<file path="src/rtl/core/pas_pkg.sv">
`default_nettype none

package pas_pkg;

    localparam int SYM_W       = 8;
    localparam int PEN_W       = 16;
    localparam int OP_W        = 2;
    localparam int SCORE_W     = 24;
    localparam int CFG_IDX_W   = 2;
    localparam int MAX_LEN_DEF = 64;

    // Diagonal cost on a symbol match: -1.0 in Q8.8
    localparam int MATCH_BONUS = -256;
    localparam int SCORE_MAX   = 8388607;
    localparam int SCORE_MIN   = -8388608;

    // operation codes
    localparam logic [OP_W-1:0] OP_APPEND_A = 2'd0;
    localparam logic [OP_W-1:0] OP_APPEND_B = 2'd1;
    localparam logic [OP_W-1:0] OP_COMPUTE  = 2'd2;

    // configuration register indexes
    localparam logic [CFG_IDX_W-1:0] CFG_MISMATCH = 2'd0;
    localparam logic [CFG_IDX_W-1:0] CFG_GAP      = 2'd1;
    localparam logic [CFG_IDX_W-1:0] CFG_SKEW     = 2'd2;

    typedef struct packed {
        logic [PEN_W-1:0] mismatch;
        logic [PEN_W-1:0] gap;
        logic [PEN_W-1:0] skew;
    } pen_t;

    // Control half of a link between neighboring cells; the cost value rides beside it.
    typedef struct packed {
        logic             valid;
        logic             row0;   // border row
        logic             last;   // last row of string a
        logic [SYM_W-1:0] sym;    // symbol of string a for this row
    } link_ctl_t;

endpackage

`default_nettype wire

</file>
<file path="src/rtl/core/pas_cell.sv">
`default_nettype none

// One column of the cost grid: holds one symbol of string b and the column's
// cost from the previous row. Rows of string a stream through left to right.
module pas_cell #(
    parameter int INDEX  = 1,
    parameter int LEN_W  = 7,
    parameter int COST_W = 26
) (
    input  wire                         aclk,
    input  wire                         aresetn,
    input  pas_pkg::pen_t               pen,
    input  wire  [LEN_W-1:0]            nb,
    input  wire                         b_we,
    input  wire  [LEN_W-1:0]            b_len,
    input  wire  [pas_pkg::SYM_W-1:0]   b_sym,
    input  pas_pkg::link_ctl_t          in_ctl,
    input  wire  signed [COST_W-1:0]    in_val,
    output pas_pkg::link_ctl_t          out_ctl,
    output logic signed [COST_W-1:0]    out_val
);

    localparam logic signed [COST_W-1:0] BONUS = COST_W'(pas_pkg::MATCH_BONUS);

    logic [pas_pkg::SYM_W-1:0] b_sym_reg;
    logic signed [COST_W-1:0]  cost_reg;
    logic signed [COST_W-1:0]  diag_reg;
    pas_pkg::link_ctl_t        out_ctl_reg;
    logic signed [COST_W-1:0]  out_val_reg;

    logic                      active;
    logic signed [COST_W-1:0]  mis_x, gap_x, skew_x, vpen, hpen;
    logic signed [COST_W-1:0]  dn, rt, dg, m1, cell_cost;

    always_comb begin
        mis_x  = signed'({{(COST_W-pas_pkg::PEN_W){1'b0}}, pen.mismatch});
        gap_x  = signed'({{(COST_W-pas_pkg::PEN_W){1'b0}}, pen.gap});
        skew_x = signed'({{(COST_W-pas_pkg::PEN_W){1'b0}}, pen.skew});
        active = (LEN_W'(INDEX) <= nb);
        // last column and last row take the skew penalty
        vpen   = (LEN_W'(INDEX) == nb) ? skew_x : gap_x;
        hpen   = in_ctl.last ? skew_x : gap_x;
        dn     = cost_reg + vpen;
        rt     = in_val + hpen;
        dg     = diag_reg + ((in_ctl.sym == b_sym_reg) ? BONUS : mis_x);
        m1     = (dn < rt) ? dn : rt;
        if (in_ctl.row0) begin
            cell_cost = in_val + skew_x;
        end else begin
            cell_cost = (m1 < dg) ? m1 : dg;
        end
    end

    always_ff @(posedge aclk) begin
        if (b_we && (b_len == LEN_W'(INDEX - 1))) begin
            b_sym_reg <= b_sym;
        end
        if (in_ctl.valid) begin
            cost_reg    <= cell_cost;
            diag_reg    <= in_val;
            out_val_reg <= active ? cell_cost : in_val;
        end
    end

    always_ff @(posedge aclk) begin
        if (!aresetn) begin
            out_ctl_reg <= '0;
        end else begin
            out_ctl_reg <= in_ctl;
        end
    end

    assign out_ctl = out_ctl_reg;
    assign out_val = out_val_reg;

endmodule

`default_nettype wire

</file>
<file path="config.mk">
export PLATFORM = sky130hd
export DESIGN_NAME = pas_cell
export DESIGN_NICKNAME = d
export VERILOG_FILES = /design/src/rtl/core/pas_pkg.sv /design/src/rtl/core/pas_cell.sv
export SDC_FILE = /design/constraint.sdc
export NUM_CORES = 1
export LEC_CHECK = 0
export BUFFER_PORTS_ARGS = -buffer_cell sky130_fd_sc_hd__buf_2
export CAP_MARGIN = 20
export CORE_MARGIN = 2
export CORE_UTILIZATION = 54
export CTS_CLUSTER_SIZE = 24
export DETAILED_ROUTE_END_ITERATION = 10
export GPL_TIMING_DRIVEN = 0
export PLACE_DENSITY = 0.79
export SYNTH_ARGS = -nofsm -noshare
export SYNTH_HDL_FRONTEND = slang
export SYNTH_SLANG_ARGS = --single-unit
</file>
<file path="constraint.sdc">
create_clock -name aclk -period 7.88 [get_ports aclk]
set_input_delay 0.394 -clock aclk [delete_from_list [all_inputs] [get_ports aclk]]
set_output_delay 0.394 -clock aclk [all_outputs]
set_load 0.01 [all_outputs]
</file>
==> flow_summary_export.csv <==
group,metric,value,unit
run_status,status,"complete, but fails checks",
run_status,violations,"negative setup slack",
synthesis,synth_cells,1175,
clock_tree,clock-root-buffer,"clkbuf_16",
worst_setup_path,endpoint_kind,"flop",
clock_tree,clk_pin_slew,0.08,ns
finish,antennaDiodeCount,0,
worst_setup_path,worstPathMaxFanout,10,
synthesis,synth_top_area_frac,0.246,
synthesis,synth_edf_count,86,
timing,max_clock_freq,0.127,GHz
floorplan,die_area,0.0206,mm²
floorplan,die_w,143,µm
synthesis,yosysUniqueCellTypes,78,
routing,dr_wl_met2,15600,µm
routing,dr.pass1.iters,5,
timing,hold_viol_final,0,
timing,drv_slew,0,
power,power_frac_comb,0.678,
routing,highest_layer,"met4",
routing,drtIter0Drc,985,
placement,place_area,0.0116,mm²
floorplan,ios,147,
routing,vias,10400,
synthesis,synthFlopType,"edfxtp_1",
routing,wl_met3,4050,µm
timing,finalCriticalPeriod,7.89,ns
synthesis,seq_area_frac_synth,0.267,
synthesis,netlist_area,0.0105,mm²
synthesis,syn_avg_cell_area,8.94,µm²
synthesis,ys_ff_latch,97,
clock_tree,holdBufCountCts,0,
routing,detail-route-antenna-nets,0,
routing,finalWirelength,35200,µm
floorplan,num_rows,51,
floorplan,core,0.0193,mm²
power,p_int,2.07,mW
worst_setup_path,cpMostUsedCell,"o211ai_1",
synthesis,ys_async_sr_fraction,0,
finish,multi_input_area,0.00793,mm²
worst_setup_path,worstPathArrival,7.99,ns
timing,setup_tns,-0.0143,ns
global_routing,grt_pass1_wl,51100,µm
finish,drive_above_1_share,0.266,
finish,layout_commonest_cell,"buf_2",
synthesis,syn_nets,1412,
clock_tree,clockBufferDepth,2,
finish,final_cell_mix,"buf_2, ha_1, a21oi_1",
synthesis,yosysTopAreaCell,"edfxtp_1",
power,p_clk_frac,0.124,
finish,regArea,0.00280,mm²
placement,dp_hpwl,26000,µm
floorplan,die_h,143,µm
timing,post-route-period-util,1.00,
global_routing,grt_max_degree,50,
placement,gp_congestion,0.991,
finish,design_area,0.0129,mm²
timing,tightestPinTransition,1.26,ns
power,p_switching,1.71,mW
finish,nets,1604,
routing,viasPerCell,6.36,
hold_path,hold_path_depth,1,
floorplan,initial_core_util,0.545,
power,power.density_cell_area,293,mW/mm²
hold_path,hp-class,"in -> reg",
worst_setup_path,reg2reg_depth,26,
worst_setup_path,critPathMaxStageDelay,0.43,ns
clock_tree,clock_latency,0.37,ns
global_routing,gr-total-overflow,0,
power,power_frac_seq,0.198,
timing,slew_headroom,0.156,
routing,m1WireLength,14000,µm
power,leakage,5.49,nW
routing,routedWlPerCell,21.5,µm
finish,area_growth_syn_to_layout,22.9,%
power,vdd_drop_max,178,µV
synthesis,yosys_warnings,0,
routing,drc,0,
clock_tree,numCtsBuffers,9,
synthesis,synth_area_leaders,"edfxtp_1, ha_1, a21oi_1, mux2_2, xnor2_1",
finish,fillers,1484,
global_routing,grt_usage,0.326,
global_routing,antenna_found_initial,0,
clock_tree,clock_sinks,97,
placement,io_buffers,144,
worst_setup_path,slowest_stage,"or3_4",
global_routing,grt_pass1_vias,9604,
clock_tree,cts_tree,"done",
run,max_cap_violations,0,
worst_setup_path,cp.required,7.98,ns
worst_setup_path,worstSetupStartpointType,"primary input",
clock_tree,htreeDepth,3,
timing,worst_slack,-0.00579,ns
timing,finalSetupViolations,3,
power,switching_share,0.451,
timing,whs,0.196,ns
worst_setup_path,critical_path_class,"in -> reg",
timing,finalClockSkew,0.0102,ns
-- Yosys cell counts, types with 4 or more instances --
cell type  count
ha_1         123
a21oi_1       97
edfxtp_1      86
o21ai_0       72
inv_1         67
nand2_1       66
nor2_1        61
xnor2_1       47
xor2_1        45
mux2_2        42
nand3_1       40
a21o_1        35
mux2i_1       31
clkbuf_1      28
and2_1        26
nor3_1        22
and3_1        19
o211ai_1      19
o21a_1        18
nand2b_1      17
nand4_1       17
a31oi_1       15
a211oi_1      14
o21bai_1      12
o31ai_1       12
dfxtp_1       11
o21ai_1       10
or2_2          8
or3_1          8
a22oi_1        5
a31o_2         5
nand4b_1       5
nor2b_1        5
nor4_1         5
o2111ai_1      5
a221oi_1       4
buf_1          4
fa_1           4
-- area by class of cell --
type | count | share of cell area
clock buffer | 11 | 0.0205
multi-input combinational | 973 | 0.614
timing repair buffer | 182 | 0.0836
clock inverter | 5 | 0.00320
sequential | 97 | 0.217
inverter | 68 | 0.0198
buffer | 36 | 0.0159
tap | 265 | 0.0257
-- metal layers --
metal | vias to the layer above | track usage
met5 | - | 0
met4 | 0 | 0.118
met3 | 127 | 0.0643
met2 | 635 | 0.516
met1 | 4820 | 0.443
li1 | 4825 | -
-- critical path, delay by kind of cell --
kind | cells | cell delay, ns
adders and majority gates | 3 | 0.86
AOI/OAI and AO/OA | 11 | 2.45
buffers and inverters | 7 | 1.13
muxes | 4 | 0.93
xor gates and xnor gates | 1 | 0.24
and+or+nand+nor | 8 | 1.92
-- cells by family after synthesis --
family / after synthesis / share of synthesized area
fa+ha+maj: 127 / 0.154
mux: 74 / 0.0757
flops: 97 / 0.267
buf+inv: 105 / 0.0398
compound gates: 362 / 0.228
simple gates: 318 / 0.158
xor+xnor: 92 / 0.0767
-- timing repair --
action,in CTS,in global routing
setup buffers,8,25
pin swaps,9,37
gates cloned,0,3
endpoints found under the setup margin,52,52
hold endpoints to repair,0,0
resized for setup,54,101
-- worst paths after layout --
kind	start	to	slack, ns
min reg2reg	diag_reg[0]	cost_reg[0]	1.00
min	b_sym[4]	b_sym_reg[4]	0.20
max reg2reg	b_sym_reg[7]	cost_reg[8]	0.44
max	nb[3]	cost_reg[8]	-0.006
-- power by group through the flow --
stage	sequential [mW]	clock (mW)	combinational (mW)
final	0.749	0.468	2.56
after global routing	0.759	0.485	2.74
after CTS	0.739	0.466	2.13
after detailed placement	0.747	0	1.93
after global placement	0.749	0	1.88
after floorplan	0.762	0	1.38
-- through the flow --
stage,power (mW),setup WS (ns),cells,util
final,3.78,-0.00579,1637,0.670
after CTS,3.33,0.000723,1609,0.633
after global routing,3.99,-0.176,1637,0.670
after detailed placement,2.68,-2.22,1586,0.602
after floorplan,2.14,0.0335,1175,-
after global placement,2.63,-2.07,1584,0.600
Power figures use the tool's default switching activity.
