$ cat config.mk
export PLATFORM = sky130hd
export DESIGN_NAME = pas_seq
export DESIGN_NICKNAME = d
export VERILOG_FILES = /design/src/rtl/core/pas_pkg.sv /design/src/rtl/core/pas_seq.sv
export SDC_FILE = /design/constraint.sdc
export NUM_CORES = 1
export LEC_CHECK = 0
export BUFFER_PORTS_ARGS = -buffer_cell sky130_fd_sc_hd__buf_2
export CAP_MARGIN = 20
export CELL_PAD_IN_SITES_DETAIL_PLACEMENT = 0
export CELL_PAD_IN_SITES_GLOBAL_PLACEMENT = 2
export CORE_MARGIN = 1.5
export CORE_UTILIZATION = 44
export CTS_CLUSTER_DIAMETER = 100
export CTS_CLUSTER_SIZE = 12
export DETAILED_ROUTE_END_ITERATION = 12
export HOLD_SLACK_MARGIN = 0.15
export PLACE_DENSITY = 0.82
export RECOVER_POWER = 100
export SLEW_MARGIN = 20
export SYNTH_ARGS = -nofsm -noshare
export SYNTH_HDL_FRONTEND = slang
export SYNTH_SLANG_ARGS = --single-unit
$ cat constraint.sdc
create_clock -name aclk -period 3.5 [get_ports aclk]
set_input_delay 0.175 -clock aclk [delete_from_list [all_inputs] [get_ports aclk]]
set_output_delay 0.175 -clock aclk [all_outputs]
set_load 0.02 [all_outputs]
$ cat src/rtl/core/pas_pkg.sv
`default_nettype none

package pas_pkg;

    localparam int SYM_W       = 8;
    localparam int PEN_W       = 16;
    localparam int OP_W        = 2;
    localparam int SCORE_W     = 24;
    localparam int CFG_IDX_W   = 2;
    localparam int MAX_LEN_DEF = 64;

    // Diagonal cost on a symbol match: -1.0 in Q8.8
    localparam int MATCH_BONUS = -256;
    localparam int SCORE_MAX   = 8388607;
    localparam int SCORE_MIN   = -8388608;

    // operation codes
    localparam logic [OP_W-1:0] OP_APPEND_A = 2'd0;
    localparam logic [OP_W-1:0] OP_APPEND_B = 2'd1;
    localparam logic [OP_W-1:0] OP_COMPUTE  = 2'd2;

    // configuration register indexes
    localparam logic [CFG_IDX_W-1:0] CFG_MISMATCH = 2'd0;
    localparam logic [CFG_IDX_W-1:0] CFG_GAP      = 2'd1;
    localparam logic [CFG_IDX_W-1:0] CFG_SKEW     = 2'd2;

    typedef struct packed {
        logic [PEN_W-1:0] mismatch;
        logic [PEN_W-1:0] gap;
        logic [PEN_W-1:0] skew;
    } pen_t;

    // Control half of a link between neighboring cells; the cost value rides beside it.
    typedef struct packed {
        logic             valid;
        logic             row0;   // border row
        logic             last;   // last row of string a
        logic [SYM_W-1:0] sym;    // symbol of string a for this row
    } link_ctl_t;

endpackage

`default_nettype wire

$ cat src/rtl/core/pas_seq.sv
`default_nettype none

// Load, row issue and result side: string a store, lengths, penalties,
// head of the cell chain and the output register.
module pas_seq #(
    parameter int MAX_LEN = pas_pkg::MAX_LEN_DEF,
    parameter int LEN_W   = 7,
    parameter int ADDR_W  = 6,
    parameter int COST_W  = 26
) (
    input  wire                            aclk,
    input  wire                            aresetn,
    input  wire                            s_tvalid,
    output logic                           s_tready,
    input  wire  [pas_pkg::OP_W-1:0]       in_op,
    input  wire  [pas_pkg::SYM_W-1:0]      in_sym,
    output logic                           m_tvalid,
    input  wire                            m_tready,
    output logic [pas_pkg::SCORE_W-1:0]    out_score,
    output logic                           out_ovf,
    input  wire                            cfg_we,
    input  wire  [pas_pkg::CFG_IDX_W-1:0]  cfg_index,
    input  wire  [pas_pkg::PEN_W-1:0]      cfg_data,
    output pas_pkg::pen_t                  pen,
    output logic [LEN_W-1:0]               nb,
    output logic                           b_we,
    output logic [pas_pkg::SYM_W-1:0]      b_sym,
    output pas_pkg::link_ctl_t             head_ctl,
    output logic signed [COST_W-1:0]       head_val,
    input  pas_pkg::link_ctl_t             tail_ctl,
    input  wire  signed [COST_W-1:0]       tail_val
);

    localparam logic [1:0] ST_IDLE  = 2'd0;
    localparam logic [1:0] ST_RUN   = 2'd1;
    localparam logic [1:0] ST_DRAIN = 2'd2;
    localparam logic [1:0] ST_HOLD  = 2'd3;

    localparam int EXT_W = (COST_W > pas_pkg::SCORE_W) ? COST_W : pas_pkg::SCORE_W + 1;
    localparam logic signed [EXT_W-1:0] SAT_HI = EXT_W'(pas_pkg::SCORE_MAX);
    localparam logic signed [EXT_W-1:0] SAT_LO = EXT_W'(pas_pkg::SCORE_MIN);

    logic [pas_pkg::SYM_W-1:0] a_mem [MAX_LEN];
    logic [pas_pkg::SYM_W-1:0] a_rd_reg;

    logic [1:0]               state_reg, state_next;
    logic [LEN_W-1:0]         len_a_reg, len_b_reg;
    logic                     ovf_reg;
    logic [LEN_W-1:0]         row_reg;
    logic signed [COST_W-1:0] acc_reg;
    logic signed [COST_W-1:0] hold_reg;
    pas_pkg::pen_t            pen_reg;
    pas_pkg::link_ctl_t       head_ctl_reg;
    logic signed [COST_W-1:0] head_val_reg;
    logic                     m_valid_reg;
    logic [pas_pkg::SCORE_W-1:0] score_reg;
    logic                     m_ovf_reg;

    logic                     accept, a_full, b_full, out_free, tail_hit;
    logic signed [COST_W-1:0] skew_x;
    logic signed [EXT_W-1:0]  hold_ext;
    logic [pas_pkg::SCORE_W-1:0] score_sat;

    always_comb begin
        s_tready = (state_reg == ST_IDLE);
        accept   = s_tvalid && s_tready;
        a_full   = (len_a_reg == LEN_W'(MAX_LEN));
        b_full   = (len_b_reg == LEN_W'(MAX_LEN));
        out_free = !m_valid_reg || m_tready;
        tail_hit = tail_ctl.valid && tail_ctl.last;
        skew_x   = signed'({{(COST_W-pas_pkg::PEN_W){1'b0}}, pen_reg.skew});
        b_we     = accept && (in_op == pas_pkg::OP_APPEND_B) && !b_full;
        b_sym    = in_sym;

        hold_ext = EXT_W'(hold_reg);
        if (hold_ext > SAT_HI) begin
            score_sat = pas_pkg::SCORE_W'(SAT_HI);
        end else if (hold_ext < SAT_LO) begin
            score_sat = pas_pkg::SCORE_W'(SAT_LO);
        end else begin
            score_sat = pas_pkg::SCORE_W'(hold_ext);
        end

        state_next = state_reg;
        unique case (state_reg)
            ST_IDLE: begin
                if (accept && (in_op == pas_pkg::OP_COMPUTE)) begin
                    state_next = ST_RUN;
                end
            end
            ST_RUN: begin
                if (row_reg == len_a_reg) begin
                    state_next = ST_DRAIN;
                end
            end
            ST_DRAIN: begin
                if (tail_hit) begin
                    state_next = ST_HOLD;
                end
            end
            ST_HOLD: begin
                if (out_free) begin
                    state_next = ST_IDLE;
                end
            end
            default: state_next = ST_IDLE;
        endcase
    end

    // string a store, one registered read port
    always_ff @(posedge aclk) begin
        if (accept && (in_op == pas_pkg::OP_APPEND_A) && !a_full) begin
            a_mem[len_a_reg[ADDR_W-1:0]] <= in_sym;
        end
        a_rd_reg <= a_mem[row_reg[ADDR_W-1:0]];
    end

    always_ff @(posedge aclk) begin
        head_val_reg <= acc_reg;
        if (state_reg == ST_IDLE) begin
            row_reg <= '0;
            acc_reg <= '0;
        end else if (state_reg == ST_RUN) begin
            row_reg <= row_reg + LEN_W'(1);
            acc_reg <= acc_reg + skew_x;
        end
        if ((state_reg == ST_DRAIN) && tail_hit) begin
            hold_reg <= tail_val;
        end
        if ((state_reg == ST_HOLD) && out_free) begin
            score_reg <= score_sat;
            m_ovf_reg <= ovf_reg;
        end
    end

    always_ff @(posedge aclk) begin
        if (!aresetn) begin
            state_reg    <= ST_IDLE;
            len_a_reg    <= '0;
            len_b_reg    <= '0;
            ovf_reg      <= 1'b0;
            pen_reg      <= '{mismatch: 16'd256, gap: 16'd256, skew: 16'd256};
            head_ctl_reg <= '0;
            m_valid_reg  <= 1'b0;
        end else begin
            state_reg <= state_next;

            if (cfg_we) begin
                unique case (cfg_index)
                    pas_pkg::CFG_MISMATCH: pen_reg.mismatch <= cfg_data;
                    pas_pkg::CFG_GAP:      pen_reg.gap      <= cfg_data;
                    pas_pkg::CFG_SKEW:     pen_reg.skew     <= cfg_data;
                    default: ;
                endcase
            end

            if (accept && (in_op == pas_pkg::OP_APPEND_A)) begin
                if (a_full) begin
                    ovf_reg <= 1'b1;
                end else begin
                    len_a_reg <= len_a_reg + LEN_W'(1);
                end
            end
            if (accept && (in_op == pas_pkg::OP_APPEND_B)) begin
                if (b_full) begin
                    ovf_reg <= 1'b1;
                end else begin
                    len_b_reg <= len_b_reg + LEN_W'(1);
                end
            end

            head_ctl_reg.valid <= (state_reg == ST_RUN);
            head_ctl_reg.row0  <= (row_reg == '0);
            head_ctl_reg.last  <= (row_reg == len_a_reg);
            head_ctl_reg.sym   <= a_rd_reg;

            if ((state_reg == ST_HOLD) && out_free) begin
                m_valid_reg <= 1'b1;
                len_a_reg   <= '0;
                len_b_reg   <= '0;
                ovf_reg     <= 1'b0;
            end else if (m_tready) begin
                m_valid_reg <= 1'b0;
            end
        end
    end

    assign pen       = pen_reg;
    assign nb        = len_b_reg;
    assign head_ctl  = head_ctl_reg;
    assign head_val  = head_val_reg;
    assign m_tvalid  = m_valid_reg;
    assign out_score = score_reg;
    assign out_ovf   = m_ovf_reg;

endmodule

`default_nettype wire

==> flow_summary_export.csv, run 1 <==
group,metric,value,unit
worst_setup_path,critical_path_arrival,3650,ps
die,dieArea,64200,µm²
worst_setup_path,path_max_fanout,46,
drt,ant_nets,0,
die,die_x,253,µm
layout,fill_cells,5176,
sta,fmax,0.313,GHz
place,io_buffers,188,
die,placementRows,91,
power,vdd.ir_drop.worst,360,µV
worst_setup_path,critPathBufInv,2,
worst_setup_path,critical_path.slowest_cell,"dfxtp_4",
sta,tightest_slew,3070,ps
worst_setup_path,crit_path_max_incr_delay,850,ps
layout,largest_reg_flops,512,
layout,design_area,32000,µm²
sta,report.final.setup_viol,0,
sta,slew_viol_final,442,
sta,rsz0062_at_grt,"no",
drt,vias,15700,
clock_tree,numCtsBuffers,69,
place,pre_cts_ws,461,ps
die,io_pins,198,
synthesis,syn_nets,1824,
sta,period_share,0.914,
outcome,violations,"capacitance limit, slew limit",
synthesis,synth_seq_cells,707,
place,place_area,29700,µm²
layout,final-seq-area,19800,µm²
sta,hold_viol_final,0,
run,maxCapViolations,10,
clock_tree,cts-hold-fix-buffers,67,
synthesis,async_flop_share,0,
global_route,track_usage,0.205,
sta,fin_tns_setup,0,ps
synthesis,ys_seq_area_frac,0.718,
power,power_density,584,nW/µm²
worst_setup_path,required,3950,ps
clock_tree,cts_tree,"yes",
clock_tree,clk_pin_slew_worst_paths,60,ps
worst_setup_path,end_kind,"flip-flop",
worst_setup_path,cp_common_cell,"clkbuf_1",
drt,drt_iter0_markers,1230,
sta,finalWorstSetupSlack,300,ps
layout,nNetsFinal,2136,
die,initial_core_util,0.446,
synthesis,synth-edff-count,563,
sta,clock_skew,22.2,ps
global_route,overflow,0,
drt,wl_per_cell,22.3,µm
clock_tree,cts.repair.resized,0,
worst_setup_path,path_cells,"clkbuf_1 > clkbuf_1 > mux4_2 > nand2_1 > nand4_1 > o311ai_0 > a21oi_1",
clock_tree,cts-htree-levels,3,
min_path,hold_path_class,"in -> reg",
global_route,antenna_found_initial,0,
clock_tree,numClockSinks,707,
clock_tree,post_cts_buffers,0,
clock_tree,clkLatencyLatePin,610,ps
worst_setup_path,critPathLaunchType,"flip-flop",
die,die_y,253,µm
place,post-dp-hpwl,42600,µm
place,place_congestion,0.871,
worst_setup_path,critPathKind,"reg -> reg",
sta,slew_headroom,-1.04,
drt,drc,0,
worst_setup_path,cpLargestDelayFamily,"buffers and inverters",
global_route,grt_start_max_net_pins,66,
die,core_area,61800,µm²
layout,drive_gt1_frac,0.151,
sta,min_period,3200,ps
synthesis,netlist_area,27600,µm²
synthesis,synth_cells,1727,
drt,via_per_inst,5.38,
layout,area_growth,16.2,%
synthesis,ys.flop_type,"edfxtp_1",
drt,wl,65100,µm
synthesis,avgSynthCellArea,16.0,µm²
clock_tree,root_buffer,"clkbuf_16",
global_route,grt_pass1_wl,97400,µm
outcome,status,"finished with violations",
drt,drt_pass1_iterations,5,
synthesis,yosysWarnings,0,
clock_tree,clockBufferDepth,3,
power,leakagePower,10.3,nW
synthesis,ys_types,67,
layout,diodes,0,
layout,multi_input_area,7210,µm²
global_route,grt_pass1_vias,15700,
==> cell families (layout without fill, tap and decap cells) <==
group | count (synthesis) | count (layout) | synth area share
simple gates | 478 | 478 | 0.0755
fa+ha+maj | 27 | 27 | 0.0125
compound gates | 213 | 213 | 0.0533
buf+inv | 115 | 467 | 0.0199
flops | 707 | 707 | 0.718
xor+xnor | 36 | 36 | 0.0114
mux | 151 | 151 | 0.109
==> worst paths after layout <==
check | from | to | slack (ps) | depth (start not counted)
worst max-delay path | row_reg[1]$_SDFFE_PP0P_ | a_rd_reg[3]$_DFF_P_ | 300 | 7
worst min-delay path | cfg_we | pen[36]$_SDFFE_PN0P_ | 220 | 5
worst max register to register | row_reg[1]$_SDFFE_PP0P_ | a_rd_reg[3]$_DFF_P_ | 300 | 7
worst min register to register | acc_reg[25]$_SDFFE_PP0P_ | head_val[25]$_DFF_P_ | 370 | 0
==> through the flow <==
step	hold slack [ps]	power, mW	util	std cells
final	221	18.7	0.518	2916
after global routing	238	19.4	0.518	2916
after CTS	154	18.9	0.524	2916
after detailed placement	353	12.1	0.481	2738
after global placement	356	12.1	0.481	2738
after floorplan	274	11.2	-	1727
==> worst register-to-register path, stage by stage (launching register included) <==
cell,delay (ps)
dfxtp_4,850
clkbuf_1,540
clkbuf_1,560
mux4_2,590
nand2_1,80
nand4_1,140
o311ai_0,180
a21oi_1,110
==> cells in the final DEF (no fill, tap or decap), drive strengths merged, types with 18 or more instances in the layout <==
master	count
a21boi	48
a21oi	46
a22oi	18
buf	88
clkbuf	282
dfxtp	144
dlygate4sd3	67
edfxtp	563
ha	26
inv	26
mux2i	19
mux4	119
nand2	177
nand3	24
nor2	181
o21ai	25
xnor2	24
==> Yosys cell counts, types with 3 or more instances <==
master | count | share of area
a31oi_1 | 4 | 0.00091
ha_1 | 26 | 0.012
a21oi_1 | 46 | 0.0084
a22o_1 | 4 | 0.0013
or3_1 | 14 | 0.0032
o21ai_0 | 23 | 0.0042
nand3_1 | 24 | 0.0044
o22ai_1 | 12 | 0.0027
edfxtp_1 | 563 | 0.61
o211a_1 | 4 | 0.0015
a211oi_1 | 13 | 0.0035
o221ai_1 | 5 | 0.0016
nand3b_1 | 5 | 0.0014
o21a_1 | 4 | 0.0011
buf_4 | 15 | 0.0041
a22oi_1 | 18 | 0.0049
xor2_1 | 12 | 0.0038
nor2_1 | 181 | 0.025
mux2i_1 | 19 | 0.0069
and2_1 | 12 | 0.0027
buf_2 | 19 | 0.0034
a21boi_1 | 11 | 0.0030
inv_1 | 20 | 0.0027
and3_1 | 6 | 0.0014
nor3_1 | 8 | 0.0015
a221oi_1 | 6 | 0.0019
mux4_2 | 119 | 0.097
dfxtp_1 | 144 | 0.10
buf_6 | 5 | 0.0020
nand2_1 | 177 | 0.024
nor4_1 | 12 | 0.0027
or2_2 | 3 | 0.00068
clkbuf_1 | 43 | 0.0059
mux2_2 | 13 | 0.0053
buf_1 | 9 | 0.0012
a21boi_0 | 37 | 0.010
nand2b_1 | 7 | 0.0016
nor2b_1 | 11 | 0.0025
xnor2_1 | 24 | 0.0076
a21o_1 | 4 | 0.0011
nand4_1 | 8 | 0.0018
==> cell type report <==
type	count	area share
clock buffer	105	0.0601
clock inverter	6	0.00184
inverter	24	0.00281
multi-input combinational	905	0.225
sequential	707	0.618
tap	837	0.0327
timing repair buffer	332	0.0596
==> power breakdown <==
group          total (mW)  leakage (nW)  switching (mW)  internal [mW]
clock network        6.76         0.957            2.97           3.79
logic                2.51          3.13            1.42           1.09
registers            9.43          6.23           0.170           9.26
==> per-layer routing <==
layer	global-route usage	vias up	part of all wire
li1	-	7199	-
met4	0.0503	0	0.018
met5	0	-	0
met2	0.337	476	0.49
met3	0.0330	78	0.058
met1	0.286	7944	0.44
Power figures use the tool's default switching activity.
==> run 2: changes to the inputs <==
- CORE_MARGIN: 1.5 -> 2
==> run 2 against run 1 <==
  * The flow still finishes with violations (capacitance limit, slew limit)
  * Sequential share of layout area is 0.091 points higher
  * Worst setup slack better by 8.2 ps
  * Cell count hardly changed
  * Die area is 0.79% higher
  * Critical path depth stayed put
  * Global-route usage hardly changed
  * Largest power group unchanged
==> flow_summary_export.csv, run 2 (synthesis results as in run 1) <==
group,metric,value,unit
worst_setup_path,reg2reg_to,"a_rd_reg[2]$_DFF_P_",
outcome,status,"finished with violations",
drt,wl,66200,µm
layout,final_common_cell,"edfxtp_1",
layout,drive_gt1_frac,0.147,
clock_tree,cts_tree,"yes",
drt,drc,0,
worst_setup_path,path_cells,"clkbuf_1 > inv_2 > nand2_1 > o22ai_1 > nor4_1 > nor4_1 > o221ai_1",
clock_tree,numCtsBuffers,69,
place,place_area,29700,µm²
outcome,violations,"capacitance limit, slew limit",
global_route,track_usage,0.205,
worst_setup_path,critPathLaunch,"row_reg[0]$_SDFFE_PP0P_",
worst_setup_path,end_kind,"flip-flop",
worst_setup_path,critPathBufInv,2,
sta,rsz0062_at_grt,"no",
worst_setup_path,required,4020,ps
worst_setup_path,r2r_cells,7,
worst_setup_path,cp_common_cell,"nor4_1",
global_route,grt_pass1_wl,98200,µm
power,leakagePower,10.3,nW
power,p_switching,4.63,mW
worst_setup_path,critPathLaunchType,"flip-flop",
global_route,grt_start_max_net_pins,63,
sta,hold_viol_final,0,
drt,via_per_inst,5.45,
sta,report.final.setup_viol,0,
die,placementRows,91,
layout,post-route-util,0.517,
worst_setup_path,path_depth,7,
power,power,18.6,mW
layout,design_area,32000,µm²
global_route,antenna_found_initial,0,
sta,slew_headroom,-0.901,
layout,nNetsFinal,2138,
power,power_density,582,nW/µm²
min_path,hold_path_class,"in -> reg",
clock_tree,clockBufferDepth,3,
layout,diodes,0,
die,core_area,61800,µm²
worst_setup_path,path_max_fanout,26,
power,intPower,14.0,mW
worst_setup_path,reg2reg_setup_slack,310,ps
run,maxCapViolations,9,
clock_tree,post_cts_buffers,0,
die,die_x,254,µm
sta,period_share,0.912,
sta,fmax,0.313,GHz
worst_setup_path,cpLargestDelayFamily,"buffers and inverters",
sta,slew_viol_final,416,
clock_tree,clkLatencyLatePin,610,ps
worst_setup_path,critical_path.slowest_cell,"clkbuf_1",
drt,drt_iter0_markers,1566,
sta,tightest_slew,2850,ps
clock_tree,numClockSinks,707,
place,post-dp-hpwl,43100,µm
drt,vias,15900,
worst_setup_path,r2r-start,"row_reg[0]$_SDFFE_PP0P_",
layout,largest_reg_flops,512,
clock_tree,cts-htree-levels,3,
power,p_sw_frac,0.249,
die,dieArea,64700,µm²
power,pwr-share-comb,0.132,
layout,area_growth,16.0,%
global_route,grt_pass1_vias,15900,
clock_tree,cts.repair.resized,0,
die,die_y,254,µm
layout,final_cell_mix,"edfxtp_1 (563), clkbuf_1 (214), nor2_1 (181)",
place,pre_cts_ws,360,ps
power,p_clk_frac,0.360,
power,pwr-share-seq,0.508,
die,initial_core_util,0.446,
die,io_pins,198,
sta,finalWorstSetupSlack,309,ps
power,vdd.ir_drop.worst,454,µV
sta,clock_skew,14.9,ps
sta,min_period,3190,ps
worst_setup_path,critPathCapture,"a_rd_reg[2]$_DFF_P_",
worst_setup_path,critPathKind,"reg -> reg",
clock_tree,clk_pin_slew_worst_paths,70,ps
drt,ant_nets,0,
sta,fin_tns_setup,0,ps
worst_setup_path,critical_path_arrival,3710,ps
global_route,overflow,0,
place,place_congestion,0.904,
drt,wl_per_cell,22.7,µm
clock_tree,root_buffer,"clkbuf_16",
worst_setup_path,crit_path_max_incr_delay,780,ps
place,io_buffers,188,
drt,drt_pass1_iterations,6,
## run 2: cell types whose count changed in the layout (fill, tap and decap cells not counted), sizes merged
| cell | before | now |
|---|---|---|
| buf | 88 | 80 |
| clkbuf | 282 | 286 |
| clkinv | 4 | 7 |
| dlygate4sd3 | 67 | 66 |
## run 2: through the flow
stage          std cells  hold WS, ps
5_1_grt             2914          210
4_1_cts             2914          161
2_1_floorplan       1727          274
3_5_place_dp        2741          353
3_3_place_gp        2741          355
6_report            2914          210
## run 2: tightest hold or removal path, stage by stage
cell	delay, ps
buf_2	130
nor3b_1	130
buf_4	190
nand2_1	70
a21boi_0	60
## run 2: power groups by stage
stage               sequential [mW]  clock, mW  combinational, mW
finish                         9.45       6.70               2.45
global route                   9.47       7.16               2.66
CTS                            9.44       6.86               2.53
detailed placement             9.62          0               2.45
global placement               9.62          0               2.43
floorplan                      9.59          0               1.65
## run 2: layout make-up
| cell class | instances | area (µm²) |
|---|---|---|
| Timing Repair Buffer | 334 | 1880 |
| Sequential cell | 707 | 19800 |
| Fill cell | 5140 | 29800 |
| Inverter | 24 | 90.1 |
| Multi-Input combinational cell | 905 | 7220 |
| Tap cell | 837 | 1050 |
| Clock buffer | 98 | 1840 |
| Clock inverter | 9 | 120 |
## run 2: timing repair
action | 4_1_cts | 5_1_grt
hold endpoints to repair | 167 | 0
hold buffers | 66 | 0
setup endpoints to repair | 0 | 0
## run 2: worst min-delay path by stage
stage                             from                      to  slack (ps)  cells past startpoint
after floorplan              in_sym[0]   a_mem[0][0]$_DFFE_PP_         270                      0
after global placement     tail_val[7]   hold_ext[7]$_DFFE_PP_         350                      1
after detailed placement  tail_val[15]  hold_ext[15]$_DFFE_PP_         350                      1
after CTS                       cfg_we    pen[44]$_SDFFE_PN0P_         160                      5
after global routing            cfg_we    pen[36]$_SDFFE_PN0P_         210                      5
final                           cfg_we    pen[36]$_SDFFE_PN0P_         210                      5
## run 2: routing by layer
metal,vias to the layer above,track usage,part of all wire
met2,597,0.326,0.47
met4,0,0.0622,0.027
li1,7202,-,-
met5,-,0,0
met1,7961,0.288,0.43
met3,114,0.0406,0.073
==> run 3: changes to the inputs <==
- ABC_AREA: default -> 1
- CORE_UTILIZATION: 44 -> 39
==> run 3 against run 2 <==
  * The flow still finishes with violations (capacitance limit, slew limit)
  * Global-route usage is 0.19 points lower
  * Register-to-register slack worse by 160 ps
  * Clock skew is 13 ps higher
  * Total power is 18% higher
  * Critical path depth is 3 higher
  * First-iteration DRC count is 2.4% lower
  * Clock power is 0.7% higher
  * Design area is 4.8% higher
  * Hold slack better by 8.7 ps
  * Non-clock buffer count is 32 lower
  * Sequential share of layout area is 2.9 points lower
  * Critical path type unchanged
==> flow_summary_export.csv, run 3 <==
group,metric,value,unit
drt,wl_per_cell,19.3,µm
layout,final_common_cell,"nand2_1",
sta,tightest_slew,2380,ps
drt,wl,79600,µm
layout,drive_gt1_frac,0.0573,
layout,nNetsFinal,3220,
worst_setup_path,critical_path_arrival,3580,ps
worst_setup_path,path_max_fanout,9,
sta,period_share,0.957,
die,initial_core_util,0.395,
synthesis,async_flop_share,0,
clock_tree,root_buffer,"clkbuf_16",
layout,final_cell_mix,"nand2_1 (655), edfxtp_1 (563), nor2_1 (492)",
die,placementRows,100,
die,core_area,74600,µm²
global_route,grt_pass1_wl,121000,µm
min_path,hp-start,"tail_ctl[8]",
min_path,hold_path_class,"in -> reg",
worst_setup_path,reg2reg_setup_slack,150,ps
worst_setup_path,path_cells,"inv_1 > ha_1 > nand2_1 > nor3_4 > dlygate4sd3_1 > o21ai_4 > nor2_4 > nand3_1 > buf_4 > nor2_1",
min_path,whs_path_depth,8,
clock_tree,cts-htree-levels,3,
power,vdd.ir_drop.worst,923,µV
worst_setup_path,r2r-start,"state_reg[0]$_SDFFE_PN0P_",
layout,diodes,0,
worst_setup_path,critical_path.slowest_cell,"dlygate4sd3_1",
synthesis,ys_seq_area_frac,0.672,
global_route,grt_pass1_vias,20200,
synthesis,ys.flop_type,"edfxtp_1",
synthesis,synth_seq_cells,707,
drt,drt_iter0_markers,1529,
clock_tree,clkLatencyLatePin,610,ps
synthesis,yosysMostFrequentCell,"nand2_1",
synthesis,avgSynthCellArea,10.2,µm²
die,die_x,279,µm
place,post-dp-hpwl,50900,µm
clock_tree,clk_pin_slew_worst_paths,60,ps
synthesis,ys_types,39,
sta,fin_tns_setup,0,ps
place,dp_cells,3967,
sta,rsz0062_at_grt,"yes",
outcome,status,"finished with violations",
sta,fmax,0.298,GHz
drt,via_per_inst,5.00,
synthesis,synth_top_area_cell,"edfxtp_1",
synthesis,yosys-top-cells-count,"nand2_1 (654), edfxtp_1 (563), nor2_1 (496), inv_1 (248), nand3_1 (203)",
layout,instances_no_fill,4129,
layout,largest_reg_flops,512,
clock_tree,numClockSinks,707,
die,io_pins,198,
place,pre_cts_ws,626,ps
place,io_buffers,188,
synthesis,syn_nets,2987,
synthesis,synthTopCellsByArea,"edfxtp_1 (57%), dfxtp_1 (9.8%), nand2_1 (8.3%)",
drt,vias,20600,
drt,ant_nets,0,
sta,holdWs,218,ps
global_route,grt_start_max_net_pins,151,
synthesis,netlist_area,29400,µm²
power,power_density,653,nW/µm²
clock_tree,numCtsBuffers,68,
synthesis,synthDominantCellAreaShare,0.574,
worst_setup_path,critPathKind,"reg -> reg",
place,place_congestion,0.830,
global_route,antenna_found_initial,0,
worst_setup_path,r2r_cells,10,
sta,min_period,3350,ps
die,die_y,279,µm
global_route,overflow,0,
worst_setup_path,end_kind,"flip-flop",
clock_tree,cts_tree,"yes",
global_route,track_usage,0.203,
power,leakagePower,12.9,nW
synthesis,synth-edff-count,563,
synthesis,yosysWarnings,0,
sta,slew_headroom,-0.589,
sta,finalWorstSetupSlack,149,ps
worst_setup_path,critPathLaunchType,"flip-flop",
worst_setup_path,crit_path_max_incr_delay,650,ps
layout,fill_cells,7104,
outcome,violations,"capacitance limit, slew limit",
synthesis,synth_cells,2890,
die,dieArea,77700,µm²
sta,report.final.setup_viol,0,
sta,hold_viol_final,0,
sta,slew_viol_final,493,
worst_setup_path,reg2reg_to,"a_mem[14][5]$_DFFE_PP_",
drt,drt_pass1_iterations,5,
clock_tree,clockBufferDepth,3,
worst_setup_path,required,3720,ps
sta,clock_skew,27.8,ps
run,maxCapViolations,13,
layout,area_growth,13.9,%
drt,drc,0,
min_path,hold_end,"state_reg[1]$_SDFFE_PN0P_",
[run 3: cell count changes in the layout (fill, tap and decap cells not counted), moves of 18 or more]
cell / change
a22oi_1: -18
a21oi_1: +49
o21ai_0: +168
o21ai_1: +36
nor2_1: +311
nand2_1: +478
mux2i_1: -19
inv_1: +229
a21boi_0: -47
nand3_1: +179
mux4_2: -119
[run 3: where the power goes]
part / total, mW / switching [mW] / internal (mW)
registers: 9.65 / 0.207 / 9.45
clock network: 6.75 / 3.06 / 3.69
logic: 5.50 / 3.91 / 1.59
total: 21.9 / 7.18 / 14.7
[run 3: what timing repair did]
| action | 4_1_cts | 5_1_grt |
|---|---|---|
| endpoints found under the hold margin | 115 | 0 |
| endpoints found under the setup margin | 0 | 58 |
| buffers inserted | 0 | 0 |
| resized for setup | 0 | 6 |
| hold buffers | 55 | 0 |
[run 3: critical path, delay by kind of cell, from the launching register on]
kind            cells  cell delay [ps]
compound gates      1              130
flops               1              350
simple gates        5             1240
fa+ha+maj           1              190
buf+inv             3             1070
[run 3: final cells by class]
cell class,instances,area [µm²],share of cell area
Sequential cell,707,19800,0.590
Clock buffer,103,1880,0.0559
Timing Repair Buffer,302,1720,0.0514
Clock inverter,4,57.6,0.00172
Tap cell,969,1210,0.0362
Inverter,262,990,0.0295
Multi-Input combinational cell,1782,7890,0.235
[run 3: logic make-up after synthesis]
family	synth area share
buffers and inverters	0.0598
AOI/OAI and AO/OA	0.0618
and+or+nand+nor	0.190
DFF	0.672
adders and majority gates	0.0117
xor gates and xnor gates	0.00446
[run 3: stage by stage]
step                 util  area [µm²]  total power, mW
floorplan               -       29400             13.7
global placement    0.421       31400             15.3
detailed placement  0.421       31400             15.4
CTS                 0.454       33800             22.2
global route        0.450       33500             23.1
finish              0.450       33500             21.9
[run 3: worst max path at each step]
stage | start | slack (ps) | end
final | state_reg[0]$_SDFFE_PN0P_ | 150 | a_mem[14][5]$_DFFE_PP_
after global routing | state_reg[0]$_SDFFE_PN0P_ | -20 | a_mem[46][5]$_DFFE_PP_
after CTS | state_reg[1]$_SDFFE_PN0P_ | 70 | a_mem[6][1]$_DFFE_PP_
after detailed placement | state_reg[0]$_SDFFE_PN0P_ | 630 | a_mem[6][2]$_DFFE_PP_
after global placement | state_reg[0]$_SDFFE_PN0P_ | 670 | a_mem[6][4]$_DFFE_PP_
after floorplan | state_reg[0]$_SDFFE_PN0P_ | 630 | hold_ext[0]$_DFFE_PP_
[run 3: routing by layer]
layer / routed length, µm / track usage / part of all wire
met5: 0 / 0 / 0
met2: 37700 / 0.338 / 0.47
met3: 4390 / 0.0335 / 0.055
met1: 36000 / 0.278 / 0.45
met4: 1630 / 0.0491 / 0.020
